## config.mk

```make
export PLATFORM = sky130hd
export DESIGN_NAME = adx_adpcm_block_decoder_core
export DESIGN_NICKNAME = d
export VERILOG_FILES = /design/src/rtl/adxbd_pkg.sv /design/src/rtl/adxbd_ctrl.sv /design/src/rtl/adxbd_dpath.sv /design/src/rtl/adx_adpcm_block_decoder_core.sv
export SDC_FILE = /design/constraint.sdc
export NUM_CORES = 2
export LEC_CHECK = 0
export BUFFER_PORTS_ARGS = -buffer_cell sky130_fd_sc_hd__clkbuf_2
export CORE_ASPECT_RATIO = 1.75
export CORE_UTILIZATION = 35
export DETAILED_ROUTE_END_ITERATION = 6
export HOLD_SLACK_MARGIN = 0.02
export PLACE_DENSITY = 0.55
export SLEW_MARGIN = 20
export SYNTH_ARGS = -nofsm -noshare
export SYNTH_HDL_FRONTEND = slang
export SYNTH_SLANG_ARGS = --single-unit
```

## constraint.sdc

```tcl
create_clock -name clock -period 8.3 [get_ports clock]
set_input_delay 0 -clock clock [delete_from_list [all_inputs] [get_ports clock]]
set_output_delay 0 -clock clock [all_outputs]
set_load 0.02 [all_outputs]
```

## src/rtl/adxbd_pkg.sv

```systemverilog
// ----------------------------------------------------------------------------
// ADX block decoder package
// Shared widths, register indexes, reset values and the control bundle types.
// ----------------------------------------------------------------------------
package adxbd_pkg;

   localparam int CHANNEL_SLOTS_DEFAULT = 2;

   localparam int BYTE_W   = 8;
   localparam int SAMPLE_W = 16;
   localparam int POS_W    = 6;
   localparam int C1_W     = 14;
   localparam int C2_W     = 13;
   localparam int BB_W     = 6;
   localparam int CC_W     = 2;
   localparam int CSR_IDX_W  = 2;
   localparam int CSR_DATA_W = 14;

   // Product and sum widths of the prediction path.
   localparam int P1_W   = 31;   // 15-bit signed coefficient times 16-bit sample
   localparam int P2_W   = 29;   // 13-bit signed coefficient times 16-bit sample
   localparam int PSUM_W = 32;
   localparam int Q12    = 12;
   localparam int PRED_W = PSUM_W - Q12;
   localparam int NS_W   = 21;   // signed nibble times unsigned scale
   localparam int SUM_W  = 22;

   localparam logic signed [SUM_W-1:0] SUM_MAX = 22'sd32767;
   localparam logic signed [SUM_W-1:0] SUM_MIN = -22'sd32768;

   // Register indexes of the configuration port.
   localparam logic [CSR_IDX_W-1:0] CSR_COEFF_ONE     = 2'd0;
   localparam logic [CSR_IDX_W-1:0] CSR_COEFF_TWO     = 2'd1;
   localparam logic [CSR_IDX_W-1:0] CSR_BLOCK_BYTES   = 2'd2;
   localparam logic [CSR_IDX_W-1:0] CSR_CHANNEL_COUNT = 2'd3;

   localparam logic [C1_W-1:0] COEFF_ONE_RESET     = 14'd7400;
   localparam logic [C2_W-1:0] COEFF_TWO_RESET     = 13'd4850;  // -3342 as 13 bits
   localparam logic [BB_W-1:0] BLOCK_BYTES_RESET   = 6'd18;
   localparam logic [CC_W-1:0] CHANNEL_COUNT_RESET = 2'd2;
   localparam logic [BB_W-1:0] BLOCK_BYTES_MIN     = 6'd3;
   localparam logic [POS_W-1:0] FIRST_NIBBLE_POS   = 6'd2;

   typedef struct packed {
      logic take_byte;     // a request byte is accepted this cycle
      logic load_p1;       // register coeff_one times history_one
      logic load_p2;       // register coeff_two times history_two and nibble times scale
      logic write_sample;  // finish the sample, update history, load the result register
      logic low_nibble;    // 1 while working on the low nibble
   } ctrl_cmd_type;

   typedef struct packed {
      logic nibble_byte;   // the next byte carries nibbles rather than scale
      logic out_free;      // the result register can take a new sample
   } dpath_status_type;

endpackage

```

## src/rtl/adxbd_ctrl.sv

```systemverilog
// ----------------------------------------------------------------------------
// ADX block decoder controller
// Sequences the three datapath steps for each nibble of a nibble byte.
// ----------------------------------------------------------------------------
module adxbd_ctrl (
   input  logic                         clock,
   input  logic                         reset,
   input  logic                         req_valid,
   output logic                         req_ready,
   input  adxbd_pkg::dpath_status_type  status,
   output adxbd_pkg::ctrl_cmd_type      cmd
);
   import adxbd_pkg::*;

   localparam logic [1:0] ST_IDLE = 2'd0;
   localparam logic [1:0] ST_MUL1 = 2'd1;
   localparam logic [1:0] ST_MUL2 = 2'd2;
   localparam logic [1:0] ST_SUM  = 2'd3;

   logic [1:0] state_ff, state_in;
   logic       low_ff, low_in;
   logic       take;

   assign req_ready = (state_ff == ST_IDLE);
   assign take      = req_valid && req_ready;

   always_comb begin
      state_in         = state_ff;
      low_in           = low_ff;
      cmd.take_byte    = 1'b0;
      cmd.load_p1      = 1'b0;
      cmd.load_p2      = 1'b0;
      cmd.write_sample = 1'b0;
      cmd.low_nibble   = low_ff;
      case (state_ff)
         ST_IDLE: begin
            cmd.take_byte = take;
            if (take && status.nibble_byte) begin
               state_in = ST_MUL1;
               low_in   = 1'b0;
            end
         end
         ST_MUL1: begin
            cmd.load_p1 = 1'b1;
            state_in    = ST_MUL2;
         end
         ST_MUL2: begin
            cmd.load_p2 = 1'b1;
            state_in    = ST_SUM;
         end
         ST_SUM: begin
            // The sample waits here until the result register is free.
            if (status.out_free) begin
               cmd.write_sample = 1'b1;
               if (low_ff) begin
                  state_in = ST_IDLE;
               end else begin
                  state_in = ST_MUL1;
                  low_in   = 1'b1;
               end
            end
         end
         default: begin
            state_in = ST_IDLE;
         end
      endcase
   end

   always_ff @(posedge clock) begin
      if (reset) begin
         state_ff <= ST_IDLE;
         low_ff   <= 1'b0;
      end else begin
         state_ff <= state_in;
         low_ff   <= low_in;
      end
   end

endmodule

```

## src/rtl/adxbd_dpath.sv

```systemverilog
// ----------------------------------------------------------------------------
// ADX block decoder datapath
// Configuration registers, block position, scale, channel history, the
// prediction multipliers and the result register.
// ----------------------------------------------------------------------------
module adxbd_dpath #(
   parameter int CHANNEL_SLOTS = adxbd_pkg::CHANNEL_SLOTS_DEFAULT
) (
   input  logic                                   clock,
   input  logic                                   reset,
   input  logic                                   csr_valid,
   input  logic [adxbd_pkg::CSR_IDX_W-1:0]        csr_index,
   input  logic [adxbd_pkg::CSR_DATA_W-1:0]       csr_data,
   input  logic [adxbd_pkg::BYTE_W-1:0]           req_data_byte,
   output logic                                   rsp_valid,
   input  logic                                   rsp_ready,
   output logic signed [adxbd_pkg::SAMPLE_W-1:0]  rsp_sample,
   output logic                                   rsp_channel,
   output logic                                   rsp_last_of_pair,
   input  adxbd_pkg::ctrl_cmd_type                cmd,
   output adxbd_pkg::dpath_status_type            status
);
   import adxbd_pkg::*;

   localparam int SLOT_W = (CHANNEL_SLOTS > 1) ? $clog2(CHANNEL_SLOTS) : 1;

   logic [C1_W-1:0]  coeff_one_ff;
   logic [C2_W-1:0]  coeff_two_ff;
   logic [BB_W-1:0]  block_bytes_ff;
   logic [CC_W-1:0]  channel_count_ff;

   logic [POS_W-1:0] pos_ff, pos_in;
   logic             cur_ch_ff, cur_ch_in;
   logic [15:0]      scale_ff;
   logic [BYTE_W-1:0] byte_ff;
   logic             ch_ff;
   logic [SLOT_W-1:0] slot_ff;

   logic signed [SAMPLE_W-1:0] hist_one_ff [CHANNEL_SLOTS];
   logic signed [SAMPLE_W-1:0] hist_two_ff [CHANNEL_SLOTS];

   logic signed [P1_W-1:0] p1_ff, p1_in;
   logic signed [P2_W-1:0] p2_ff, p2_in;
   logic signed [NS_W-1:0] ns_ff, ns_in;

   logic signed [SAMPLE_W-1:0] rsp_sample_ff, sample_in;
   logic rsp_valid_ff, rsp_valid_in;
   logic rsp_channel_ff, rsp_last_ff;

   logic [BB_W-1:0]  bb;
   logic             stereo;
   logic             ch_now;
   logic [SLOT_W-1:0] slot_now;
   logic [POS_W:0]   pos_next;
   logic signed [3:0] nibble;
   logic signed [SAMPLE_W-1:0] h1, h2;
   logic signed [PSUM_W-1:0] psum;
   logic signed [PRED_W-1:0] pred;
   logic signed [SUM_W-1:0]  sum;

   // Configuration writes.
   always_ff @(posedge clock) begin
      if (reset) begin
         coeff_one_ff     <= COEFF_ONE_RESET;
         coeff_two_ff     <= COEFF_TWO_RESET;
         block_bytes_ff   <= BLOCK_BYTES_RESET;
         channel_count_ff <= CHANNEL_COUNT_RESET;
      end else if (csr_valid) begin
         case (csr_index)
            CSR_COEFF_ONE:     coeff_one_ff     <= csr_data[C1_W-1:0];
            CSR_COEFF_TWO:     coeff_two_ff     <= csr_data[C2_W-1:0];
            CSR_BLOCK_BYTES:   block_bytes_ff   <= csr_data[BB_W-1:0];
            CSR_CHANNEL_COUNT: channel_count_ff <= csr_data[CC_W-1:0];
            default: begin
            end
         endcase
      end
   end

   // Block position and channel alternation.
   always_comb begin
      bb       = (block_bytes_ff < BLOCK_BYTES_MIN) ? BLOCK_BYTES_MIN : block_bytes_ff;
      stereo   = (channel_count_ff >= CC_W'(2));
      ch_now   = stereo ? cur_ch_ff : 1'b0;
      slot_now = (CHANNEL_SLOTS > 1) ? SLOT_W'(ch_now) : '0;
      pos_next = {1'b0, pos_ff} + (POS_W+1)'(1);
      pos_in    = pos_ff;
      cur_ch_in = cur_ch_ff;
      if (cmd.take_byte) begin
         if (pos_next >= {1'b0, bb}) begin
            pos_in    = '0;
            cur_ch_in = stereo ? ~cur_ch_ff : 1'b0;
         end else begin
            pos_in = pos_next[POS_W-1:0];
         end
      end
   end

   assign status.nibble_byte = (pos_ff >= FIRST_NIBBLE_POS);
   assign status.out_free    = !rsp_valid_ff || rsp_ready;

   always_ff @(posedge clock) begin
      if (reset) begin
         pos_ff    <= '0;
         cur_ch_ff <= 1'b0;
         scale_ff  <= '0;
      end else begin
         pos_ff    <= pos_in;
         cur_ch_ff <= cur_ch_in;
         if (cmd.take_byte && pos_ff == '0) begin
            scale_ff[15:8] <= req_data_byte;
         end
         if (cmd.take_byte && pos_ff == POS_W'(1)) begin
            scale_ff[7:0] <= req_data_byte;
         end
      end
   end

   always_ff @(posedge clock) begin
      if (cmd.take_byte) begin
         byte_ff <= req_data_byte;
         ch_ff   <= ch_now;
         slot_ff <= slot_now;
      end
   end

   // Prediction and sample arithmetic.
   always_comb begin
      nibble = cmd.low_nibble ? $signed(byte_ff[3:0]) : $signed(byte_ff[7:4]);
      h1     = hist_one_ff[slot_ff];
      h2     = hist_two_ff[slot_ff];
      p1_in  = $signed({1'b0, coeff_one_ff}) * h1;
      p2_in  = $signed(coeff_two_ff) * h2;
      ns_in  = nibble * $signed({1'b0, scale_ff});
      psum   = {{(PSUM_W-P1_W){p1_ff[P1_W-1]}}, p1_ff}
             + {{(PSUM_W-P2_W){p2_ff[P2_W-1]}}, p2_ff};
      // An arithmetic shift rounds the Q12 sum toward minus infinity.
      pred   = psum[PSUM_W-1:Q12];
      sum    = {{(SUM_W-PRED_W){pred[PRED_W-1]}}, pred}
             + {{(SUM_W-NS_W){ns_ff[NS_W-1]}}, ns_ff};
      if (sum > SUM_MAX) begin
         sample_in = SUM_MAX[SAMPLE_W-1:0];
      end else if (sum < SUM_MIN) begin
         sample_in = SUM_MIN[SAMPLE_W-1:0];
      end else begin
         sample_in = sum[SAMPLE_W-1:0];
      end
   end

   always_ff @(posedge clock) begin
      if (cmd.load_p1) begin
         p1_ff <= p1_in;
      end
      if (cmd.load_p2) begin
         p2_ff <= p2_in;
         ns_ff <= ns_in;
      end
   end

   always_ff @(posedge clock) begin
      if (reset) begin
         for (int i = 0; i < CHANNEL_SLOTS; i++) begin
            hist_one_ff[i] <= '0;
            hist_two_ff[i] <= '0;
         end
      end else if (cmd.write_sample) begin
         hist_two_ff[slot_ff] <= hist_one_ff[slot_ff];
         hist_one_ff[slot_ff] <= sample_in;
      end
   end

   // Result register.
   always_comb begin
      rsp_valid_in = rsp_valid_ff;
      if (cmd.write_sample) begin
         rsp_valid_in = 1'b1;
      end else if (rsp_ready) begin
         rsp_valid_in = 1'b0;
      end
   end

   always_ff @(posedge clock) begin
      if (reset) begin
         rsp_valid_ff <= 1'b0;
      end else begin
         rsp_valid_ff <= rsp_valid_in;
      end
   end

   always_ff @(posedge clock) begin
      if (cmd.write_sample) begin
         rsp_sample_ff  <= sample_in;
         rsp_channel_ff <= ch_ff;
         rsp_last_ff    <= cmd.low_nibble;
      end
   end

   assign rsp_valid        = rsp_valid_ff;
   assign rsp_sample       = rsp_sample_ff;
   assign rsp_channel      = rsp_channel_ff;
   assign rsp_last_of_pair = rsp_last_ff;

endmodule

```

## src/rtl/adx_adpcm_block_decoder_core.sv

```systemverilog
// ----------------------------------------------------------------------------
// ADX ADPCM block decoder core
// Decodes a stream of ADX block bytes into clamped 16-bit samples.
// ----------------------------------------------------------------------------
//  Channel  Direction  Payload                                  Handshake
//  req_     in         data_byte[7:0]                           req_valid / req_ready
//  rsp_     out        sample[15:0], channel, last_of_pair      rsp_valid / rsp_ready
//  csr_     in         index[1:0], data[13:0]                   csr_valid / csr_ready
//
// A scale byte is accepted and stored. A nibble byte is accepted, then each
// nibble passes the steps of the single chained prediction filter in order:
// coefficient one product, coefficient two and scale products, sum and clamp.
// A finished sample waits in the result register while the block goes on; the
// filter stalls in its sum step only while that register is still full.
// Reset is synchronous and restores the register defaults and clears history.
// The configuration port is always ready.
module adx_adpcm_block_decoder_core #(
   parameter int CHANNEL_SLOTS = adxbd_pkg::CHANNEL_SLOTS_DEFAULT
) (
   input  logic                                   clock,
   input  logic                                   reset,
   input  logic                                   req_valid,
   output logic                                   req_ready,
   input  logic [adxbd_pkg::BYTE_W-1:0]           req_data_byte,
   output logic                                   rsp_valid,
   input  logic                                   rsp_ready,
   output logic signed [adxbd_pkg::SAMPLE_W-1:0]  rsp_sample,
   output logic                                   rsp_channel,
   output logic                                   rsp_last_of_pair,
   input  logic                                   csr_valid,
   output logic                                   csr_ready,
   input  logic [adxbd_pkg::CSR_IDX_W-1:0]        csr_index,
   input  logic [adxbd_pkg::CSR_DATA_W-1:0]       csr_data
);
   import adxbd_pkg::*;

   ctrl_cmd_type     cmd;
   dpath_status_type status;

   assign csr_ready = 1'b1;

   adxbd_ctrl u_ctrl (
      .clock     (clock),
      .reset     (reset),
      .req_valid (req_valid),
      .req_ready (req_ready),
      .status    (status),
      .cmd       (cmd)
   );

   adxbd_dpath #(
      .CHANNEL_SLOTS (CHANNEL_SLOTS)
   ) u_dpath (
      .clock            (clock),
      .reset            (reset),
      .csr_valid        (csr_valid),
      .csr_index        (csr_index),
      .csr_data         (csr_data),
      .req_data_byte    (req_data_byte),
      .rsp_valid        (rsp_valid),
      .rsp_ready        (rsp_ready),
      .rsp_sample       (rsp_sample),
      .rsp_channel      (rsp_channel),
      .rsp_last_of_pair (rsp_last_of_pair),
      .cmd              (cmd),
      .status           (status)
   );

endmodule

```

* Yosys cells after proc, flatten, opt, wreduce, memory -nomap -nowiden
Memories as Yosys holds them, arrays and structs flattened. A register that Yosys moved wholly into a read port is not among the register bits. Index checks and enable logic that the tools add are counted.
Word-level totals: register bits after elaboration 170, bits in latches 0, RAM bits 64, ROM bits 0, output and inout bits 21, logic and storage cells 98, memories kept 2
Operators by class: add/sub/neg operators 3, multiply operators 3, div/mod/pow operators 0, order comparisons 6, equality and inequality tests 9, shifts and indexed selects 0, multiplexer cells 35, bitwise operators 1, reduce and logical (&&, ||, !) cells 20
Memory list:
- u_dpath.hist_one_ff | words 2, width 16, rd ports 1, clocked after Yosys merged registers in 1, wr ports 2, line adxbd_dpath.sv:39 | logic signed [SAMPLE_W-1:0] hist_one_ff [CHANNEL_SLOTS];
- u_dpath.hist_two_ff | words 2, width 16, rd ports 1, clocked after Yosys merged registers in 1, wr ports 2, line adxbd_dpath.sv:40 | logic signed [SAMPLE_W-1:0] hist_two_ff [CHANNEL_SLOTS];
Operators by type and width (number):
- $mux 16 | 4
- $add 31x29->32 | 1
- $reduce_or 16->1 | 2
- $mul 15x16->31 | 1
- $mul 13x16->29 | 1
- $mux 1 | 24
- $add 20x21->22 | 1
- $gt 22x16->1 const B | 1
- $lt 22x16->1 const B | 1
- $mul 4x17->21 | 1
- $mux 6 | 2
- $reduce_and 2->1 | 6
- $eq 2x2->1 const B | 4
- $pmux 2 s4 | 1
- $add 6x1->7 const B | 1
- $ge 7x6->1 | 1
- $eq 6x1->1 const B | 1
- $ge 6x2->1 const B | 1
- $logic_not 6->1 | 1
- $lt 6x2->1 const B | 1
- $eq 2x1->1 const B | 2
- $logic_and 1x1->1 | 4
- $logic_not 2->1 | 2
- $mux 2 | 2
- other kinds (9) | 11

* Logic depth before layout (Yosys ltp)
word-level depth 9, gate-level depth with buffers 28, mapped depth without buffers 25

* Cells and area by module
Synthesis repeated with hierarchy kept, for this count alone.
Unflattened totals: cell total of the unflattened synthesis 2955, area total of the unflattened synthesis 28981.5 sq um
By module, submodules not included:
- adxbd_dpath | times used 1, cells each 2927, area an instance 28738.8 sq um, sequential area each 6346.1 sq um
- adxbd_ctrl | times used 1, cells each 26, area an instance 231.5 sq um, sequential area each 60.1 sq um
- adx_adpcm_block_decoder_core | times used 1, cells each 2, area an instance 11.3 sq um, sequential area each 0.0 sq um

* Worst setup path before layout
No wires, ideal clock.
path type register to register, from reg (tool-made name), to reg u_dpath.p1_ff[29] (data pin), library setup time 0.258 ns, arrival 7.048 ns, required time 8.042 ns, path slack 0.995 ns, cell stages (with the launch flop) 27, path buffers 3, path through dfxtp_1 > clkbuf_1 > clkbuf_1 > mux2_2 > clkbuf_1 > and2_1 > fa_1 > inv_1 > fa_1 > inv_1 > fa_1 > inv_1 > fa_1 > fa_1 > inv_1 > fa_1 > ha_1 > and3_1 > and3_1 > a211o_1 > o22ai_1 > o22ai_1 > a21oi_1 > o21ai_0 > a31o_2 > a21oi_1 > xnor2_1
RTL lines:
- to (signal assigned) | line adxbd_dpath.sv:152 | p1_ff <= p1_in;
- to (decl) | line adxbd_dpath.sv:42 | logic signed [P1_W-1:0] p1_ff, p1_in;

==> metrics <==
Synth area leaders fa_1 31%, edfxtp_1 18%, ha_1 11%; Final #Nets 3700; post-route setup TNS 0 ps; post-route cell area about 31000 µm²; Hold WC Path Type in2reg; final slew viol count 0; critical path's largest stage delay 620 ps; DR vias just over 20000; CTS tree yes; Avg Inst Size Synth 9.844 µm²; drt wl/cell 19.65 µm; Die H between 300 and 400 µm; Filler Cell Count 8205; # IOs 50; Setup Crit Path Kind reg2reg; global-route wire length before repair ~120000 µm; number of enable flip-flop cells after synthesis 172; DR pass1 iterations 5; port bufs 48; CTS H-Tree Depth 1; FFs w/ async S/R, synth 0%; die area 83460 µm²; CP Max Fanout 13; Mapped Cells slightly below 3000; register area 6407 µm²; CTS root buf clkbuf_16; dominant cell type by area after synthesis fa_1; layout cell share with drive strength beyond 1 6.718%; register bit count reported by yosys ~230; Slowest-stage cell, CP o311ai_0; clock-pin slew on the worst setup and hold paths approximately 60 ps; final setup fails 0; distinct cell type count after synthesis between 70 and 80; cts repair resizes 0; core area 81150 µm²; Fmax achieved roughly 130 MHz; final cell count without fillers 4043; Residual DRC 0; RePlAce Congestion 0.8893; Commonest cells post-synth 520 x inv_1, 443 x fa_1, 347 x nand2_1, 255 x ha_1, 196 x and2_1; placed cell count 3959; RSZ-0062 raised after global routing no; warning count from the yosys run 0; fin crit share between 80% and 90%; post-route antenna net violation count 0; CP most frequent cell fa_1; slew of the pin with the lowest slew margin 1058 ps; CP top delay family adder cells; vias in the first global route between 20000 and 25000; startpoint types flip-flop; CTS buffer count 25; Crit. End Element flip-flop; count leader, synth inv_1; gr usage total around 20%; total length of routed wires 79450 µm; Yosys top cell area share 30.80%; Critical Path AT between 7000 and 8000 ps; Req. time, crit path around 8600 ps; sequential area share after synthesis 22.25%; final hold vios 0; Post-DP Area 30230 µm²; multi-input gate area in the final layout 20050 µm²; vias per cell between 4 and 5; Initial Utilization 35.48%; pin count of the biggest net entering global routing between 50 and 60; Synth-to-Final Area Change 9.347%; Slew HR between 20% and 30%; Max Buffers Root-to-Sink 3; prevailing post-synth register cell edfxtp_1; Horiz. Die Dim between 200 and 250 µm; status completed; CP Cell Sequence buf_4, mux2_2, and2_1, fa_1, inv_1, fa_1, fa_1, fa_1, inv_1, fa_1, ha_1, ha_1, a21o_1, a21oi_1, o21ai_0, a221oi_1, buf_4, o311ai_0, a21oi_1, o21bai_1, a21o_1, a21oi_1, xnor2_1; DP HPWL 65720 µm; final setup skew approximately 22 ps; minimum clock period roughly 7400 ps; Skew-Pair Late Insertion Delay 570 ps; gr ovfl total 0; DRT iter0 DRCs 849; Netlist Area Pre-Place about 29000 µm²; synthesized net count about 3700; CP bufs+invs 4; Clock Sinks 234; row cnt ~140; maxcap violations 0; antenna violations before repair 0
[per-stage QoR]
stage	utilization, %	hold slack (ps)	setup WS [ps]
after CTS	38.79	199.6	919.5
after detailed placement	37.25	227.5	954.6
after global placement	37.25	224.2	1025
after floorplan	-	98.87	994.7
final	38.80	218.4	872.4
after global routing	38.79	216.2	479.6
[flip-flops by register name, summed over array words and instances (netlist names), named ones only]
name / flops
u_dpath.rsp_channel: 1
u_dpath.byte_ff: 8
u_dpath.scale_ff: 16
u_dpath.rsp_sample: 16
u_dpath.channel_count_ff: 1
u_dpath.ch_ff: 1
u_dpath.coeff_one_ff: 14
u_dpath.cur_ch_ff: 1
u_ctrl.state_ff: 2
u_dpath.rsp_last_of_pair: 1
u_dpath.hist_two_ff: 32
u_dpath.ns_ff: 21
u_dpath.coeff_two_ff: 13
u_dpath.pos_ff: 6
u_dpath.rsp_valid: 1
u_ctrl.low_ff: 1
u_dpath.hist_one_ff: 32
u_dpath.p1_ff: 31
u_dpath.p2_ff: 29
u_dpath.block_bytes_ff: 6
[final cells by class]
| type | count | area share (%) |
|---|---|---|
| Antenna cell | 1 | 0.007948 |
| Timing Repair Buffer | 119 | 2.790 |
| Clock buffer | 35 | 2.369 |
| Sequential cell | 234 | 20.35 |
| Inverter | 521 | 6.212 |
| Multi-Input combinational cell | 2072 | 63.68 |
| Tap cell | 1050 | 4.173 |
| Clock inverter | 11 | 0.4213 |
[cells by family after synthesis]
logic type,share of synthesized area [%]
and+or+nand+nor,14.67
adders and majority gates,41.88
buffers and inverters,8.157
AOI/OAI and AO/OA,7.062
DFF,22.25
xor gates and xnor gates,3.285
muxes,2.681
other,0.01302
[timing repair]
action                                 CTS  global route
buffers inserted                         0             0
endpoints found under the hold margin   67             0
hold buffers                            37             0
[placed cells by master (no fill, tap or decap), types with 6 or more instances in the layout]
cell / count
inv_1: 520
fa_1: 443
nand2_1: 347
ha_1: 254
and2_1: 196
edfxtp_1: 172
a21oi_1: 131
nor2_1: 130
xnor2_1: 76
dfxtp_1: 61
clkbuf_2: 48
nor2b_1: 47
o21ai_0: 43
mux2i_1: 40
a21o_1: 39
dlygate4sd3_1: 37
mux2_2: 33
buf_4: 33
xor2_1: 32
nand3_1: 31
or2_2: 28
clkbuf_16: 27
nand2b_1: 23
and3_1: 21
o21a_1: 19
o22ai_1: 14
nor3_1: 13
o21bai_1: 10
a211oi_1: 9
or3_1: 8
nand3b_1: 8
nand4_1: 6
o31ai_1: 6
[final timing paths]
check / start / end / slack [ps] / cells past startpoint
min: req_data_byte[6] / u_dpath.byte_ff[6] / 220 / 2
max: flip-flop / u_dpath.p2_ff[27] / 870 / 23
max reg2reg: flip-flop / u_dpath.p2_ff[27] / 870 / 23
min reg2reg: u_dpath.block_bytes_ff[1] / u_dpath.block_bytes_ff[1] / 470 / 1
[per-layer routing]
| layer | wire length, µm | track usage, % | vias up |
|---|---|---|---|
| met5 | 0 | 0 | - |
| met1 | 26310 | 19.07 | 10270 |
| met2 | 47030 | 40.72 | 332 |
| met3 | 1677 | 1.179 | 161 |
| li1 | - | - | 9342 |
| met4 | 4444 | 9.889 | 0 |
Power is not shown: default switching activity piles up to over one toggle a cycle in this logic, so the estimate is an artifact.
